<file path="src/hdl/wsp_pkg.sv">
// shared types, constants and arithmetic helpers for the world to screen projection
// used by every module of the block; depends on nothing else
package wsp_pkg;

	// cordic step count, capped at the length of the arctangent table
	localparam int TRIG_ITERATIONS = 16;
	localparam int CORDIC_STEPS    = (TRIG_ITERATIONS < 24) ? TRIG_ITERATIONS : 24;

	// Q2.30 constants
	localparam logic signed [33:0] CORDIC_GAIN = 34'sd652032874;
	localparam logic signed [33:0] ONE_Q30     = 34'sd1073741824;

	// view value limit, +-(2^33 - 1)
	localparam logic signed [36:0] VIEW_LIM = 37'sd8589934591;

	// register widths and indexes
	localparam int SCREEN_W = 14;
	localparam int CFG_AW   = 1;
	localparam logic [CFG_AW-1:0] REG_SCREEN_WIDTH  = 1'd0;
	localparam logic [CFG_AW-1:0] REG_SCREEN_HEIGHT = 1'd1;

	// queue between front and back, a power of two
	localparam int QUEUE_DEPTH = 4;
	localparam int QUEUE_AW    = $clog2(QUEUE_DEPTH);

	// quotient bits produced by the divider, one per stage
	localparam int DIV_STEPS = 62;

	// one view-space point with the projection terms of its field of view
	typedef struct packed {
		logic signed [33:0] vx;
		logic signed [33:0] vy;
		logic signed [33:0] vz;
		logic [30:0]        sh;
		logic [30:0]        ch;
	} wsp_view_t;

	// arctangent of 2^-i in units of a 2^32 turn
	function automatic logic signed [33:0] atan_turn(input int i);
		logic signed [33:0] r;
		case (i)
			0:       r = 34'sd536870912;
			1:       r = 34'sd316933406;
			2:       r = 34'sd167458907;
			3:       r = 34'sd85004756;
			4:       r = 34'sd42667331;
			5:       r = 34'sd21354465;
			6:       r = 34'sd10679838;
			7:       r = 34'sd5340245;
			8:       r = 34'sd2670163;
			9:       r = 34'sd1335087;
			10:      r = 34'sd667544;
			11:      r = 34'sd333772;
			12:      r = 34'sd166886;
			13:      r = 34'sd83443;
			14:      r = 34'sd41722;
			15:      r = 34'sd20861;
			16:      r = 34'sd10430;
			17:      r = 34'sd5215;
			18:      r = 34'sd2608;
			19:      r = 34'sd1304;
			20:      r = 34'sd652;
			21:      r = 34'sd326;
			22:      r = 34'sd163;
			23:      r = 34'sd81;
			default: r = '0;
		endcase
		return r;
	endfunction

	// clip to [-2^30, 2^30]
	function automatic logic signed [31:0] clip_q30(input logic signed [33:0] v);
		logic signed [33:0] r;
		if (v > ONE_Q30)
			r = ONE_Q30;
		else if (v < -ONE_Q30)
			r = -ONE_Q30;
		else
			r = v;
		return r[31:0];
	endfunction

	// rounded Q30 product, operands within +-2^30
	function automatic logic signed [31:0] m30(input logic signed [31:0] a,
		input logic signed [31:0] b);
		logic signed [63:0] p;
		p = 64'(a) * 64'(b) + 64'sd536870912;
		return p[61:30];
	endfunction

	// saturate to 32 bit signed, flag in the top bit
	function automatic logic [32:0] sat32(input logic signed [63:0] v);
		logic [32:0] r;
		if (v > 64'sd2147483647)
			r = {1'b1, 32'h7fffffff};
		else if (v < -64'sd2147483648)
			r = {1'b1, 32'h80000000};
		else
			r = {1'b0, v[31:0]};
		return r;
	endfunction

endpackage

</file>
<file path="src/hdl/wsp_fifo.sv">
// short queue of view-space points between the front and back halves
// first word falls through; uses wsp_pkg for the entry type and depth
module wsp_fifo (
	input  logic               clk,
	input  logic               arst_n,
	input  logic               push,
	input  wsp_pkg::wsp_view_t push_data,
	output logic               full,
	output logic               valid,
	output wsp_pkg::wsp_view_t pop_data,
	input  logic               pop
);
	import wsp_pkg::*;

	wsp_view_t           mem_q [0:QUEUE_DEPTH-1];
	logic [QUEUE_AW-1:0] wr_ptr_q, rd_ptr_q;
	logic [QUEUE_AW:0]   count_q;

	assign full     = count_q == (QUEUE_AW+1)'(QUEUE_DEPTH);
	assign valid    = count_q != '0;
	assign pop_data = mem_q[rd_ptr_q];

	// entry storage
	always_ff @(posedge clk) begin
		if (push)
			mem_q[wr_ptr_q] <= push_data;
	end

	// pointers and fill count
	always_ff @(posedge clk or negedge arst_n) begin
		if (!arst_n) begin
			wr_ptr_q <= '0;
			rd_ptr_q <= '0;
			count_q  <= '0;
		end else begin
			if (push)
				wr_ptr_q <= wr_ptr_q + 1'b1;
			if (pop)
				rd_ptr_q <= rd_ptr_q + 1'b1;
			if (push && !pop)
				count_q <= count_q + 1'b1;
			else if (!push && pop)
				count_q <= count_q - 1'b1;
		end
	end

endmodule

</file>
<file path="config.mk">
export PLATFORM = sky130hd
export DESIGN_NAME = wsp_fifo
export DESIGN_NICKNAME = d
export VERILOG_FILES = /design/src/hdl/wsp_pkg.sv /design/src/hdl/wsp_fifo.sv
export SDC_FILE = /design/constraint.sdc
export NUM_CORES = 1
export LEC_CHECK = 0
export BUFFER_PORTS_ARGS = -buffer_cell sky130_fd_sc_hd__buf_4
export CORE_MARGIN = 2
export CORE_UTILIZATION = 35
export DETAILED_ROUTE_END_ITERATION = 16
export GPL_TIMING_DRIVEN = 0
export SLEW_MARGIN = 20
export SYNTH_ARGS = -nofsm -noshare
export SYNTH_HDL_FRONTEND = slang
export SYNTH_SLANG_ARGS = --single-unit
export TNS_END_PERCENT = 1
</file>
<file path="constraint.sdc">
create_clock -name clk -period 7.6 [get_ports clk]
set_input_delay 1.9 -clock clk [delete_from_list [all_inputs] [get_ports clk]]
set_output_delay 1.9 -clock clk [all_outputs]
set_load 0.1 [all_outputs]
</file>
# ---- Word-level counts from Yosys, hierarchy flattened
# Memories as Yosys holds them, arrays and structs flattened.
# Cells that the tools add are included.
dict set report totals {
  ram_bits 656
  register_bits 7
  out_inout_bits 166
  in_bits 168
  mem_count 1
}
# name depth width read_ports rd_clocked_by_memory_dff wr line_no
set memory_table {}
lappend memory_table {mem_q 4 164 1 0 1 wsp_fifo.sv:15} ;# wsp_view_t mem_q [0:QUEUE_DEPTH-1];
dict set report op_classes {
  n_addsub 4
  reduce_logical 6
  n_eq_ne 1
  mux 4
}
# operator n
set op_table {}
lappend op_table {{$mux 3} 2}
lappend op_table {{$add 2x1->2 const B} 2}
lappend op_table {{$add 3x1->3 const B} 1}
lappend op_table {{$eq 3x3->1 const B} 1}
lappend op_table {{$reduce_bool 3->1} 1}
lappend op_table {{$sub 3x1->3 const B} 1}
lappend op_table {{$logic_and 1x1->1} 2}
lappend op_table {{$logic_not 1->1} 2}
lappend op_table {{$mux 1} 2}
lappend op_table {{$reduce_bool 2->1} 1}

# ---- Longest topological paths before layout
dict set report depth {
  word_depth 4
  depth_mapped 7
  depth_no_buf 7
}

# ---- Least setup slack after synthesis
# OpenSTA, ideal clock, no wires.
dict set report synth_path {
  path_type {input to register}
  start {input port push}
  end {memory mem_q[1][0] (netlist bit), enable pin}
  t_arrival_ns 5.635
  setup_time_ns 0.543
  path_buffers 0
  slack_ns 1.422
  cell_stages 1
  path_cell_list {and2_1}
}
dict set report synth_via {
  elab_chain_cells 2
}
# item line_no
set synth_rtl {}
lappend synth_rtl {{from (decl)} wsp_fifo.sv:6} ;# input logic push,
lappend synth_rtl {{$mux 1} wsp_fifo.sv:25} ;# if (push)
lappend synth_rtl {{$mux 1 (not written as such)} wsp_fifo.sv:26} ;# mem_q[wr_ptr_q] <= push_data;
lappend synth_rtl {{to (decl)} wsp_fifo.sv:15}
# Every way passes these cells.

==> impl_metrics.tcl <==
set metrics [dict create \
    drc 0 \
    yosys.area_share.adder_pct 0.343 \
    critPathMaxFanout 10 \
    grt_start_max_net_pins 44 \
    yosys.area_share.simple_pct 0.208 \
    synth.distinct_cells 19 \
    fin_cells 2254 \
    wirelength_um 51100 \
    critPathArrivalTime_ns 2.79 \
    die_w_um 266 \
    synth_top_family_by_area "multiplexers" \
    r2r_cells 5 \
    first_global_vias 11700 \
    cts_hold_buf 0 \
    die_h_um 266 \
    path_class "reg2out" \
    cts_buffers 72 \
    fmax_mhz 213 \
    fill_cells 5726 \
    drtAntennaViolNets 0 \
    grt_setup_unrepaired "false" \
    synthMuxAreaShare_pct 15.4 \
    ctsLongestPathBuffers 3 \
    dp_cells 2122 \
    post_cts_buffers 0 \
    hold_class "reg2reg" \
    synth-xor-area-share_pct 0.218 \
    yosysSeqAreaShare_pct 82.5 \
    slowest_delay_ns 0.66 \
    grt_usage_pct 14.4 \
    r2r_slack_ns 5.64 \
    fin_crit_sh_pct 61.7 \
    yosys-top-cells-area "edfxtp_1, mux4_2, buf_6" \
    skew_ns 0.0139 \
    crit_required_ns 5.70 \
    start_util_pct 35.2 \
    synth_compound_area_share_pct 0.0208 \
    synthToLayoutAreaGrowth_pct 26.8 \
    max_slew_margin_pct 42.4 \
    rows 96 \
    clkTransAtPathRegs_ns 0.06 \
    critPathSlowestCell "clkbuf_1" \
    dp_hpwl_um 32100 \
    end_kind "output pin" \
    max_slew.worst_pin.slew_ns 0.864 \
    hold_path_depth 1 \
    core_um2 68300 \
    place_ws_ns 3.40 \
    synth.top_cell.area_share_pct 81.8 \
    insertion_delay_ns 0.60 \
    syn_avg_cell_area_um2 27.0 \
    finalNetCount 1488 \
    hold_ws_ns 0.490 \
    root_buffer "clkbuf_16" \
    fin_util_pct 44.7 \
    drive_above_1_share_pct 48.1 \
    worstHoldStart "count_q[2]" \
    grt_pass1_wl_um 75300 \
    syn_nets 1065 \
    dr.pass1.iters 4 \
    fin_crit_ns 4.69 \
    synth_seq_cells 663 \
    timing.max_cap.violations 0 \
    drt_iter0_markers 578 \
    hold_viol 0 \
    floorplan.io_pins 334 \
    startpoint_type "register" \
    r2r-start "wr_ptr_q[1]" \
    via_per_inst 4.81 \
    syn_inst 891 \
    synth_warnings 0 \
    cts_resized 0 \
    wl_per_cell_um 22.7 \
    fin_ws_ns 2.91 \
    globalplace.congestion 0.715 \
    min_to "count_q[2]" \
    htree_levels 3 \
    synth_area_um2 24100 \
    grt_overflow 0 \
    io_buffers 333 \
    die-area_um2 70900 \
    vias 10800 \
    crit_chain "clkbuf_1 > buf_2 > mux4_2 > buf_4" \
    outcome "finished, final reports clean" \
    antenna_found_initial 3 \
    r2r_end "mem_q[1][66]" \
    cts.sinks 663 \
    cts_tree "yes" \
    synth_top_area_cell "edfxtp_1" \
    slew_viol_final 0 \
    finalSetupViolCount 0 \
]
[area by class of cell]
cell class | count | area [um2] | share of cell area [%]
well taps | 882 | 1100 | 3.62
diodes | 1 | 2.50 | 0.00820
inverters | 4 | 15.0 | 0.0492
clock inverters | 43 | 469 | 1.54
multi-input cells | 187 | 3910 | 12.8
clock buffers | 88 | 1930 | 6.31
flip-flops and latches | 663 | 19900 | 65.1
repair buffers | 349 | 2930 | 9.61
plain buffers | 37 | 293 | 0.959
[layout by cell type, fill, tap and decap left out]
cell type,Yosys,routed
buf_8,1,1
buf_16,0,15
clkinv_8,0,2
edfxtp_1,656,656
buf_2,18,18
inv_1,4,4
bufinv_16,0,8
buf_4,0,333
and2_4,0,4
xnor2_1,2,2
mux2_2,1,1
clkinvlp_4,0,3
xor2_1,4,4
clkbuf_1,2,15
clkinv_2,0,15
buf_12,0,1
clkinv_1,0,11
buf_6,16,16
or3_1,1,1
o21ai_0,1,1
nor2_1,1,1
inv_6,0,1
ha_1,5,5
mux4_2,164,164
dfrtp_1,7,7
inv_16,0,2
clkbuf_16,0,75
clkinv_4,0,1
nand2_1,2,2
nor3b_1,1,1
diode_2,0,1
fa_1,1,1
[worst max-delay path by stage]
stage	from	slack (ns)	end
2_1_floorplan	push	1.42	mem_q[1][0]
3_3_place_gp	push	-2.34	mem_q[3][69]
3_5_place_dp	rd_ptr_q[1]	3.40	pop_data[155]
4_1_cts	rd_ptr_q[1]	2.73	pop_data[155]
5_1_grt	rd_ptr_q[1]	2.72	pop_data[155]
6_report	rd_ptr_q[1]	2.91	pop_data[155]
[logic make-up (layout without fill, tap and decap cells)]
group,after synthesis,count (layout)
adder cells (fa/ha/maj),6,6
flip-flops,663,663
AND/OR/NAND/NOR,9,9
XOR/XNOR,6,6
multiplexers,165,165
AO/OA/AOI/OAI,1,1
other,0,1
buffers and inverters,41,521
[per-stage QoR]
step | setup TNS, ns | instance area, um2
after CTS | 0 | 30500
after global routing | 0 | 30500
final | 0 | 30500
after global placement | -1514.28 | 27700
after floorplan | 0 | 24100
after detailed placement | 0 | 28100
[metal layers]
metal / share of wire, % / wire length (um) / track usage [%] / vias up
met5: 0.067 / 34 / 0 / -
li1: - / - / - / 4725
met2: 51 / 26000 / 24.1 / 271
met4: 2.2 / 1120 / 5.15 / 4
met1: 40 / 20600 / 17.8 / 5764
met3: 6.5 / 3330 / 4.36 / 78
[Yosys cell counts]
cell,n
edfxtp_1,656
mux4_2,164
buf_2,18
buf_6,16
dfrtp_1,7
ha_1,5
and2_1,4
inv_1,4
xor2_1,4
clkbuf_1,2
nand2_1,2
xnor2_1,2
buf_8,1
fa_1,1
mux2_2,1
nor2_1,1
nor3b_1,1
o21ai_0,1
or3_1,1
[worst max-delay path, delay by kind of cell, from the launching register on]
family | cells | cell delay [ns]
buffers and inverters | 3 | 1.37
multiplexers | 1 | 0.46
flip-flops | 1 | 0.36
[state kept, by name, indices dropped and copies added, names as in the netlist]
signal and cells:
count_q 3, mem_q 656, rd_ptr_q 2, wr_ptr_q 2
Power is left out: the tool's default activity adds up to more than one toggle a clock period on the data nets, which glitch-free logic cannot reach.
